File: config.mk
export PLATFORM = sky130hd
export DESIGN_NAME = vector_clock_keeper
export DESIGN_NICKNAME = d
export VERILOG_FILES = /design/src/sv/vck_pkg.sv /design/src/sv/vector_clock_keeper.sv /design/src/sv/vck_front.sv /design/src/sv/vck_fifo.sv /design/src/sv/vck_back.sv
export SDC_FILE = /design/constraint.sdc
export NUM_CORES = 1
export LEC_CHECK = 0
export BUFFER_PORTS_ARGS = -buffer_cell sky130_fd_sc_hd__buf_4
export CAP_MARGIN = 20
export CORE_ASPECT_RATIO = 1.5
export CORE_MARGIN = 2
export CORE_UTILIZATION = 30
export CTS_CLUSTER_SIZE = 12
export DETAILED_ROUTE_END_ITERATION = 10
export PLACE_DENSITY = 0.45
export SLEW_MARGIN = 20
export SYNTH_ARGS = -nofsm -noshare
export SYNTH_HDL_FRONTEND = slang
export SYNTH_SLANG_ARGS = --single-unit
export TNS_END_PERCENT = 20
File: constraint.sdc
create_clock -name clk -period 13 [get_ports clk]
set_clock_uncertainty 0.05 [all_clocks]
set_input_delay 3.25 -clock clk [delete_from_list [all_inputs] [get_ports clk]]
set_output_delay 3.25 -clock clk [all_outputs]
set_load 0.01 [all_outputs]
File: src/sv/vck_pkg.sv
package vck_pkg;

  localparam int MAX_PROCS   = 16;
  localparam int COUNT_WIDTH = 32;

  // Index of a stored entry.
  localparam int IDX_W = (MAX_PROCS > 1) ? $clog2(MAX_PROCS) : 1;

  // Fixed field widths of the ports.
  localparam int PIDX_W     = 6;
  localparam int VALUE_W    = 32;
  localparam int PCOUNT_W   = 7;
  localparam int CMD_W      = 2;
  localparam int CFG_IDX_W  = 1;
  localparam int CFG_DATA_W = 7;
  localparam int TDATA_W    = ((PIDX_W + VALUE_W + 7) / 8) * 8;
  localparam int PAD_W      = TDATA_W - PIDX_W - VALUE_W;

  // Queue between front and back.
  localparam int QUEUE_DEPTH = 2;
  localparam int QPTR_W      = (QUEUE_DEPTH > 1) ? $clog2(QUEUE_DEPTH) : 1;
  localparam int QCNT_W      = $clog2(QUEUE_DEPTH + 1);

  localparam logic [63:0] COUNT_MAX64 = {64{1'b1}} >> (64 - COUNT_WIDTH);

  typedef enum logic [CMD_W-1:0] {
    CMD_EVENT   = 2'd0,
    CMD_SEND    = 2'd1,
    CMD_READ    = 2'd2,
    CMD_RECEIVE = 2'd3
  } cmd_t;

  localparam logic [CFG_IDX_W-1:0] REG_OWN_INDEX     = 1'b0;
  localparam logic [CFG_IDX_W-1:0] REG_PROCESS_COUNT = 1'b1;

  // One classified operation handed from the front to the back.
  typedef struct packed {
    logic                   do_tick;
    logic                   do_merge;
    logic                   do_emit;
    logic                   is_stamp;
    logic [IDX_W-1:0]       index;
    logic [COUNT_WIDTH-1:0] value;
    logic [IDX_W-1:0]       last_index;
  } op_t;

endpackage

File: src/sv/vector_clock_keeper.sv
// Channel  Direction  tdata (low bit up)                tuser         tlast
// in_      in         peer_index, peer_value, pad       command       -
// out_     out        entry_index, entry_value, pad     is_stamp      last_entry
// cfg_     in         cfg_index: register, cfg_data: value
//
// Local event and receive words sustain one word per cycle while the update unit
// is not emitting. A send ticks the own entry; a send or read then emits
// process_count entries (clamped to 1..MAX_PROCS), one entry per cycle while the
// output is taken, through the single read port of the clock store. Reset is
// synchronous and clears the whole vector at once. While the unit emits, up to three
// more words are accepted (two in the queue, one in the input stage).
module vector_clock_keeper (
  input  logic                              clk,
  input  logic                              rst_n,
  input  logic                              cfg_valid,
  output logic                              cfg_ready,
  input  logic [vck_pkg::CFG_IDX_W-1:0]     cfg_index,
  input  logic [vck_pkg::CFG_DATA_W-1:0]    cfg_data,
  input  logic                              in_tvalid,
  output logic                              in_tready,
  input  logic [vck_pkg::TDATA_W-1:0]       in_tdata,  // peer_index, peer_value
  input  logic [vck_pkg::CMD_W-1:0]         in_tuser,  // command
  output logic                              out_tvalid,
  input  logic                              out_tready,
  output logic [vck_pkg::TDATA_W-1:0]       out_tdata, // entry_index, entry_value
  output logic                              out_tlast,
  output logic                              out_tuser  // is_stamp
);

  logic         f_valid;
  logic         f_ready;
  vck_pkg::op_t f_op;
  logic         b_valid;
  logic         b_ready;
  vck_pkg::op_t b_op;

  vck_front u_front (
    .clk       (clk),
    .rst_n     (rst_n),
    .cfg_valid (cfg_valid),
    .cfg_ready (cfg_ready),
    .cfg_index (cfg_index),
    .cfg_data  (cfg_data),
    .in_tvalid (in_tvalid),
    .in_tready (in_tready),
    .in_tdata  (in_tdata),
    .in_tuser  (in_tuser),
    .op_valid  (f_valid),
    .op_ready  (f_ready),
    .op        (f_op)
  );

  vck_fifo u_fifo (
    .clk        (clk),
    .rst_n      (rst_n),
    .push_valid (f_valid),
    .push_ready (f_ready),
    .push_data  (f_op),
    .pop_valid  (b_valid),
    .pop_ready  (b_ready),
    .pop_data   (b_op)
  );

  vck_back u_back (
    .clk        (clk),
    .rst_n      (rst_n),
    .op_valid   (b_valid),
    .op_ready   (b_ready),
    .op         (b_op),
    .out_tvalid (out_tvalid),
    .out_tready (out_tready),
    .out_tdata  (out_tdata),
    .out_tlast  (out_tlast),
    .out_tuser  (out_tuser)
  );

endmodule

File: src/sv/vck_front.sv
module vck_front (
  input  logic                              clk,
  input  logic                              rst_n,
  input  logic                              cfg_valid,
  output logic                              cfg_ready,
  input  logic [vck_pkg::CFG_IDX_W-1:0]     cfg_index,
  input  logic [vck_pkg::CFG_DATA_W-1:0]    cfg_data,
  input  logic                              in_tvalid,
  output logic                              in_tready,
  input  logic [vck_pkg::TDATA_W-1:0]       in_tdata,
  input  logic [vck_pkg::CMD_W-1:0]         in_tuser,
  output logic                              op_valid,
  input  logic                              op_ready,
  output vck_pkg::op_t                      op
);

  localparam logic [vck_pkg::PCOUNT_W-1:0] MAX_CNT =
    vck_pkg::PCOUNT_W'(vck_pkg::MAX_PROCS);

  logic [vck_pkg::PIDX_W-1:0]   own_r;
  logic [vck_pkg::PCOUNT_W-1:0] count_r;
  logic                         hold_vld_r;
  vck_pkg::op_t                 hold_r;
  vck_pkg::op_t                 op_nxt;

  logic [vck_pkg::PCOUNT_W-1:0] n_eff;
  logic [vck_pkg::PIDX_W-1:0]   peer;
  logic [vck_pkg::VALUE_W-1:0]  pval;
  logic [63:0]                  pval_sat;
  logic                         own_ok;
  logic                         peer_ok;
  logic                         peer_own;
  vck_pkg::cmd_t                cmd;

  assign cfg_ready = 1'b1;
  assign in_tready = !hold_vld_r || op_ready;
  assign op_valid  = hold_vld_r;
  assign op        = hold_r;

  assign cmd  = vck_pkg::cmd_t'(in_tuser);
  assign peer = in_tdata[vck_pkg::PIDX_W-1:0];
  assign pval = in_tdata[vck_pkg::PIDX_W +: vck_pkg::VALUE_W];

  always_comb begin
    priority if (count_r == '0) begin
      n_eff = vck_pkg::PCOUNT_W'(1);
    end else if (count_r > MAX_CNT) begin
      n_eff = MAX_CNT;
    end else begin
      n_eff = count_r;
    end
  end

  assign own_ok   = {1'b0, own_r} < n_eff;
  assign peer_ok  = {1'b0, peer} < n_eff;
  assign peer_own = peer == own_r;

  // A received value beyond the counter range is clamped to the maximum.
  assign pval_sat = (64'(pval) > vck_pkg::COUNT_MAX64) ? vck_pkg::COUNT_MAX64 : 64'(pval);

  always_comb begin
    op_nxt            = '0;
    op_nxt.value      = vck_pkg::COUNT_WIDTH'(pval_sat);
    op_nxt.last_index = vck_pkg::IDX_W'(n_eff - vck_pkg::PCOUNT_W'(1));
    unique case (cmd)
      vck_pkg::CMD_EVENT: begin
        op_nxt.do_tick = own_ok;
      end
      vck_pkg::CMD_SEND: begin
        op_nxt.do_tick  = own_ok;
        op_nxt.do_emit  = 1'b1;
        op_nxt.is_stamp = 1'b1;
      end
      vck_pkg::CMD_READ: begin
        op_nxt.do_emit = 1'b1;
      end
      vck_pkg::CMD_RECEIVE: begin
        op_nxt.do_tick  = peer_ok && peer_own;
        op_nxt.do_merge = peer_ok && !peer_own;
      end
      default: begin
        op_nxt.do_tick = 1'b0;
      end
    endcase
    op_nxt.index = op_nxt.do_merge ? vck_pkg::IDX_W'(peer) : vck_pkg::IDX_W'(own_r);
  end

  always_ff @(posedge clk) begin
    if (!rst_n) begin
      own_r      <= '0;
      count_r    <= vck_pkg::PCOUNT_W'(16);
      hold_vld_r <= 1'b0;
    end else begin
      if (cfg_valid && cfg_ready) begin
        unique case (cfg_index)
          vck_pkg::REG_OWN_INDEX:     own_r   <= cfg_data[vck_pkg::PIDX_W-1:0];
          vck_pkg::REG_PROCESS_COUNT: count_r <= cfg_data[vck_pkg::PCOUNT_W-1:0];
          default:                    own_r   <= own_r;
        endcase
      end
      if (in_tvalid && in_tready) begin
        hold_vld_r <= 1'b1;
      end else if (op_ready) begin
        hold_vld_r <= 1'b0;
      end
    end
  end

  always_ff @(posedge clk) begin
    if (in_tvalid && in_tready) begin
      hold_r <= op_nxt;
    end
  end

endmodule

File: src/sv/vck_fifo.sv
module vck_fifo (
  input  logic         clk,
  input  logic         rst_n,
  input  logic         push_valid,
  output logic         push_ready,
  input  vck_pkg::op_t push_data,
  output logic         pop_valid,
  input  logic         pop_ready,
  output vck_pkg::op_t pop_data
);

  localparam logic [vck_pkg::QPTR_W-1:0] LAST_PTR =
    vck_pkg::QPTR_W'(vck_pkg::QUEUE_DEPTH - 1);
  localparam logic [vck_pkg::QCNT_W-1:0] FULL_CNT =
    vck_pkg::QCNT_W'(vck_pkg::QUEUE_DEPTH);

  vck_pkg::op_t                slot_r [vck_pkg::QUEUE_DEPTH];
  logic [vck_pkg::QPTR_W-1:0]  wr_ptr_r;
  logic [vck_pkg::QPTR_W-1:0]  rd_ptr_r;
  logic [vck_pkg::QCNT_W-1:0]  cnt_r;
  logic                        do_push;
  logic                        do_pop;

  assign push_ready = cnt_r != FULL_CNT;
  assign pop_valid  = cnt_r != '0;
  assign pop_data   = slot_r[rd_ptr_r];
  assign do_push    = push_valid && push_ready;
  assign do_pop     = pop_valid && pop_ready;

  always_ff @(posedge clk) begin
    if (!rst_n) begin
      wr_ptr_r <= '0;
      rd_ptr_r <= '0;
      cnt_r    <= '0;
    end else begin
      if (do_push) begin
        wr_ptr_r <= (wr_ptr_r == LAST_PTR) ? '0 : wr_ptr_r + 1'b1;
      end
      if (do_pop) begin
        rd_ptr_r <= (rd_ptr_r == LAST_PTR) ? '0 : rd_ptr_r + 1'b1;
      end
      if (do_push && !do_pop) begin
        cnt_r <= cnt_r + 1'b1;
      end else if (do_pop && !do_push) begin
        cnt_r <= cnt_r - 1'b1;
      end
    end
  end

  always_ff @(posedge clk) begin
    if (do_push) begin
      slot_r[wr_ptr_r] <= push_data;
    end
  end

endmodule

File: src/sv/vck_back.sv
module vck_back (
  input  logic                        clk,
  input  logic                        rst_n,
  input  logic                        op_valid,
  output logic                        op_ready,
  input  vck_pkg::op_t                op,
  output logic                        out_tvalid,
  input  logic                        out_tready,
  output logic [vck_pkg::TDATA_W-1:0] out_tdata,
  output logic                        out_tlast,
  output logic                        out_tuser
);

  typedef enum logic {
    ST_IDLE,
    ST_EMIT
  } state_t;

  state_t                          state_r;
  logic [vck_pkg::COUNT_WIDTH-1:0] entries_r [vck_pkg::MAX_PROCS];
  logic [vck_pkg::IDX_W-1:0]       idx_r;
  logic [vck_pkg::IDX_W-1:0]       last_r;
  logic                            stamp_r;
  logic                            out_vld_r;
  logic [vck_pkg::PIDX_W-1:0]      out_idx_r;
  logic [vck_pkg::VALUE_W-1:0]     out_val_r;
  logic                            out_last_r;
  logic                            out_stamp_r;

  logic [vck_pkg::IDX_W-1:0]       rd_idx;
  logic [vck_pkg::COUNT_WIDTH-1:0] rd_val;
  logic                            slot_free;

  // One read port serves both the update of an entry and the emission sweep.
  assign rd_idx    = (state_r == ST_EMIT) ? idx_r : op.index;
  assign rd_val    = entries_r[rd_idx];
  assign slot_free = !out_vld_r || out_tready;
  assign op_ready  = state_r == ST_IDLE;

  assign out_tvalid = out_vld_r;
  assign out_tdata  = {{vck_pkg::PAD_W{1'b0}}, out_val_r, out_idx_r};
  assign out_tlast  = out_last_r;
  assign out_tuser  = out_stamp_r;

  always_ff @(posedge clk) begin
    if (!rst_n) begin
      state_r   <= ST_IDLE;
      out_vld_r <= 1'b0;
      idx_r     <= '0;
      last_r    <= '0;
      stamp_r   <= 1'b0;
      for (int i = 0; i < vck_pkg::MAX_PROCS; i++) begin
        entries_r[i] <= '0;
      end
    end else begin
      unique case (state_r)
        ST_IDLE: begin
          if (out_vld_r && out_tready) begin
            out_vld_r <= 1'b0;
          end
          if (op_valid) begin
            if (op.do_tick && (rd_val != '1)) begin
              entries_r[rd_idx] <= rd_val + 1'b1;
            end
            if (op.do_merge && (op.value > rd_val)) begin
              entries_r[rd_idx] <= op.value;
            end
            if (op.do_emit) begin
              state_r <= ST_EMIT;
              idx_r   <= '0;
              last_r  <= op.last_index;
              stamp_r <= op.is_stamp;
            end
          end
        end
        ST_EMIT: begin
          // A full output register that is not taken keeps its word.
          if (slot_free) begin
            out_vld_r   <= 1'b1;
            out_idx_r   <= vck_pkg::PIDX_W'(idx_r);
            out_val_r   <= vck_pkg::VALUE_W'(rd_val);
            out_last_r  <= idx_r == last_r;
            out_stamp_r <= stamp_r;
            if (idx_r == last_r) begin
              state_r <= ST_IDLE;
            end else begin
              idx_r <= idx_r + 1'b1;
            end
          end
        end
        default: begin
          state_r   <= ST_IDLE;
          out_vld_r <= 1'b0;
        end
      endcase
    end
  end

endmodule
* Word level (Yosys, flattened, before mapping)
Memories as Yosys holds them, arrays and structs flattened. A register that Yosys moved wholly into a read port is not among the register bits.
Cells that the tools add are included.
** Operators by class
- Add/sub/neg operators :: 7
- $mul :: 0
- Div/mod/pow operators :: 0
- $lt $le $gt $ge :: 4
- Eq/ne operators :: 12
- Shift-type cells :: 0
- Multiplexer cells :: 46
- Bitwise operators :: 3
- Reduce and logical (&&, ||, !) cells :: 31
** Operators with widths (count)
- 32-bit two-way mux :: 2
- 32-bit by 1-bit adder with 32-bit output, second input constant :: 1
- 32-bit greater-than comparator :: 1
- 32-bit != test, second input constant :: 1
- 32-bit OR reduction :: 1
- 1-bit two-way mux :: 29
- 4-bit two-way mux :: 7
- 6-bit by 7-bit less-than comparator with 1-bit output :: 2
- 7-bit two-way mux :: 2
- 1-bit logical AND :: 10
- 2-bit != test, second input constant :: 4
- 4-bit case mux with 2 select lines :: 1
- 7-bit by 5-bit greater-than comparator with 1-bit output, second input constant :: 1
- 7-bit zero test :: 1
- 6-bit == test :: 1
- 1-bit case mux with 2 select lines :: 3
- 2-bit AND reduction :: 3
- 3-bit AND reduction :: 2
- 2-bit nonzero test :: 3
- 1-bit zero test :: 5
- 4-bit by 1-bit adder with 4-bit output, second input constant :: 1
- 2-bit == test, second input constant :: 2
- 4-bit == test :: 1
- 2-bit two-way mux :: 2
- 12 further kinds :: 17
** Word-level totals
- Register bits :: 111
- Bits in latches :: 0
- Bits in writable memories :: 600
- Bits in read-only memories :: 0
- Output and inout bits :: 45
- Memories :: 2
** Memory list
- u_back.entries_r :: words 16, width 32, rd ports 1, clocked after memory_dff 0, write ports 16, line vck_back.sv:20 : logic [vck_pkg::COUNT_WIDTH-1:0] entries_r [vck_pkg::MAX_PROCS];
- u_fifo.slot_r :: words 2, width 44, rd ports 1, clocked after memory_dff 1, write ports 1, line vck_fifo.sv:17 : vck_pkg::op_t slot_r [vck_pkg::QUEUE_DEPTH];

* Depth between registers and ports, before layout
An unclocked memory read counts as a cell.
- Word-level depth :: 12
- Mapped depth :: 31

* Hierarchy
A second synthesis with hierarchy kept.
** Unflattened totals
- Cells, all modules :: 2461
- Area, all modules :: 32212.1 µm²
** Modules (own cells, without submodules)
- vck_back :: instances 1, cells an instance 2138, area an instance 26409.1 µm²
- vck_fifo :: instances 1, cells an instance 161, area an instance 3415.8 µm²
- vck_front :: instances 1, cells an instance 162, area an instance 2387.3 µm²

* Worst setup path after synthesis
No wires, ideal clock.
- Path kind :: input to register
- Start point :: in rst_n
- End point :: mem u_back.entries_r[7][0] in the netlist's numbering (enable)
- Data arrival time :: 5.680 ns
- Required time :: 12.561 ns
- Slack :: 6.880 ns
- Cell stages on the path :: 10
- Path buffers :: 3
- Cell sequence :: o2111ai_1 a21oi_1 o211ai_1 nand3_1 a31oi_1 clkbuf_1 or4_1 buf_4 buf_6 nand2_1
** RTL lines
- from (decl) :: line vector_clock_keeper.sv:14 : input logic rst_n,
- to (decl) :: line vck_back.sv:20

==> impl_metrics.py <==
metrics = {
    "sta": {
        "setup_tns_ns": 0,
        "relSlewSlack": 0.256,
        "rsz0062_at_grt": "false",
        "timing.fmax_mhz": 108,
        "slew_viol_final": 0,
        "fin_crit_sh": 0.713,
        "period_needed_ns": 9.27,
        "hold_viol": 0,
        "setup_viol": 0,
        "worst_slack_ns": 3.73,
        "tightestPinTransition_ns": 1.12,
    },
    "place": {
        "pre_cts_ws_ns": 3.52,
        "dp_hpwl_um": 59700,
        "routabilityCongestion": 0.814,
        "portBuffers": 92,
    },
    "worst_setup_path": {
        "cp-end-kind": "flop",
        "cp_max_fo": 79,
        "cp.required_ns": 13.26,
        "r2r-start": "u_back.state_r$_SDFF_PN0_",
        "cp-start-kind": "flop",
        "startpoint": "u_back.state_r$_SDFF_PN0_",
        "criticalPathCategory": "flop to flop",
        "r2r_end": "u_back.entries_r[13][13]$_SDFFCE_PN0P_",
        "r2r_cells": 20,
        "critPathArrivalTime_ns": 9.53,
        "reg2reg_setup_slack_ns": 3.73,
    },
    "pwr": {
        "peakVddDrop_mv": 0.178,
        "power_leakage_nw": 12.7,
        "p_per_area_nw_per_um2": 224,
        "total_power_mw": 8.17,
    },
    "synth": {
        "synthCells": 2685,
        "async_flop_share": 0,
        "synthTopCellsByCount": "edfxtp_1 (682), nor2_1 (453), nand2_1 (419)",
        "synth-edff-count": 682,
        "yosysTopAreaCellShare": 0.625,
        "yosysUniqueCellTypes": 83,
        "syn_area_um2": 32800,
        "synth-warning-count": 0,
        "synth_seq_area_share": 0.643,
        "yosysTopAreaCell": "edfxtp_1",
        "synth_most_common_cell": "edfxtp_1",
        "yosys-top-cells-area": "edfxtp_1 (62%), nor2_1 (5.2%), nand2_1 (4.8%), buf_6 (2.2%), a21oi_1 (1.9%)",
        "syn_area_per_cell_um2": 12.2,
        "synth_ff_type": "edfxtp_1",
        "ys_ff_latch": 712,
    },
    "grt": {
        "use_met3": 0.0247,
        "use_met2": 0.325,
        "grt-busiest-layer": "met2",
        "antenna_found_initial": 0,
        "grt_pass1_wl_um": 146000,
        "grt_use_met1": 0.212,
        "grtUsageTotal": 0.180,
        "grt_pass1_vias": 21700,
        "overflow": 0,
        "grt_max_degree": 153,
    },
    "clock_network": {
        "cts_tree": "yes",
        "cts_made_buffers": 72,
        "clk_path_buf_depth": 3,
        "ctsHoldBuffers": 0,
        "cts-resized-gates": 0,
        "cts.reportedPaths.clkPinSlew_ns": 0.06,
        "cts_max_level": 3,
        "post_cts_buffers": 0,
        "clk-insertion-delay-late_ns": 0.66,
        "cts_sinks": 712,
        "root_buffer": "clkbuf_16",
    },
    "finish": {
        "diodes": 0,
        "drive_gt1_frac": 0.168,
        "syn_to_final_growth_pct": 11.3,
        "final_nets": 2808,
    },
    "route": {
        "vias_per_cell": 5.09,
        "wirelength_um": 101000,
        "dr.first_iter.drc_count": 1396,
        "antenna_left": 0,
        "drc": 0,
        "vias": 21200,
        "first_pass_iters": 5,
        "wl_per_cell_um": 24.2,
    },
    "die": {
        "core_area_um2": 109000,
        "die_w_um": 274,
        "die_area_um2": 112000,
        "fp-row-count": 148,
        "ios": 100,
        "start_util": 0.302,
        "fp.dieH_um": 409,
    },
    "hold_path": {
        "min_path_type": "flop to flop",
        "hold_end": "u_back.out_tuser$_DFFE_PP_",
        "hp-start": "u_back.stamp_r$_SDFFE_PN0P_",
        "whs_path_depth": 0,
    },
    "status": {
        "status": "completed",
    },
    "job": {
        "drv_cap": 0,
    },
}
## worst max path at each step
stage | endpoint | slack (ns) | cells after the start
floorplan | u_back.entries_r[7][0]$_SDFFCE_PN0P_ | 6.88 | 10
global placement | u_back.entries_r[13][10]$_SDFFCE_PN0P_ | 3.64 | 20
detailed placement | u_back.entries_r[13][13]$_SDFFCE_PN0P_ | 3.52 | 20
CTS | u_back.entries_r[13][16]$_SDFFCE_PN0P_ | 3.49 | 20
global route | u_back.entries_r[13][13]$_SDFFCE_PN0P_ | 3.33 | 20
finish | u_back.entries_r[13][13]$_SDFFCE_PN0P_ | 3.73 | 20
## final cells by class
class | instances | area [um2]
clock buffers | 95 | 1970
clock inverters | 14 | 103
fillers | 10900 | 72000
inverters | 43 | 161
multi-input cells | 1716 | 10200
flip-flops and latches | 712 | 21100
well taps | 1425 | 1780
repair buffers | 158 | 1210
## logic make-up after synthesis
group           synth area share
other cells             0.000229
simple gates               0.159
xor+xnor                  0.0102
fa+ha+maj                 0.0191
buf+inv                   0.0524
compound gates            0.0687
mux                       0.0470
flops                      0.643
## registers in the layout, summed over array words and instances (netlist names), named ones only
| register | cells |
|---|---|
| u_back.entries_r | 512 |
| u_back.idx_r | 4 |
| u_back.last_r | 4 |
| u_back.out_idx_r | 4 |
| u_back.out_tlast | 1 |
| u_back.out_tuser | 1 |
| u_back.out_tvalid | 1 |
| u_back.out_val_r | 32 |
| u_back.stamp_r | 1 |
| u_back.state_r | 1 |
| u_fifo.cnt_r | 2 |
| u_fifo.rd_ptr_r | 1 |
| u_fifo.slot_r | 88 |
| u_fifo.wr_ptr_r | 1 |
| u_front.count_r | 7 |
| u_front.op | 44 |
| u_front.op_valid | 1 |
| u_front.own_r | 6 |
## metal layers
layer  share of wire  wire length (um)
met3           0.052              5210
met5               0                 0
met2            0.52             52800
met4           0.038              3830
met1            0.39             38800
## report_power, final
group | internal, mW | leakage, nW | switching [mW]
clock network | 1.08 | 1.01 | 0.868
registers | 2.74 | 7.11 | 0.0586
logic | 0.964 | 4.58 | 2.46
total | 4.78 | 12.7 | 3.39
## worst max-delay path: stages (launching register included)
cell and delay, ns:
dfxtp_1 0.90, nand2_1 0.26, o21ai_4 0.11, buf_4 0.73, buf_4 0.88, a31oi_1 0.21, a22o_1 0.29, nor2_1 0.37
ha_1 0.24, nand4_1 0.13, nor2_1 0.29, nand4_1 0.25, nor3_1 0.39, a21oi_1 0.18, o211ai_1 0.18, nand3_4 0.73
a31oi_2 0.88, or4_2 0.24, buf_4 0.55, nand2_2 0.33, buf_4 0.41
## cell usage in the layout (no fill, tap or decap), drive strengths merged, types with 8 or more instances in the layout
cell type and count:
a21o 11, a32oi 11, and2 10, nor2 510, a31oi 32, mux2 47
and3 9, nand2b 13, nand3 96, o21a 16, o21ai 16, dfxtp 30
edfxtp 682, o211ai 13, a21boi 17, ha 50, nand4 18, clkbuf 95
a22o 13, a32o 17, mux4 16, nor3 36, a21oi 128, nor2b 35
or4 17, mux2i 53, nand2 420, a311oi 8, clkinv 11, buf 158
xnor2 32, inv 45
## per-stage QoR
stage	instance area [um2]	utilization	instances	hold WS, ns
6_report	36500	0.336	4163	0.385
5_1_grt	36500	0.336	4163	0.406
4_1_cts	36500	0.336	4163	0.388
3_5_place_dp	34400	0.317	4054	0.379
3_3_place_gp	34400	0.317	4054	0.373
2_1_floorplan	32800	-	2690	0.359
No activity file was read; power rests on OpenSTA's default activity.
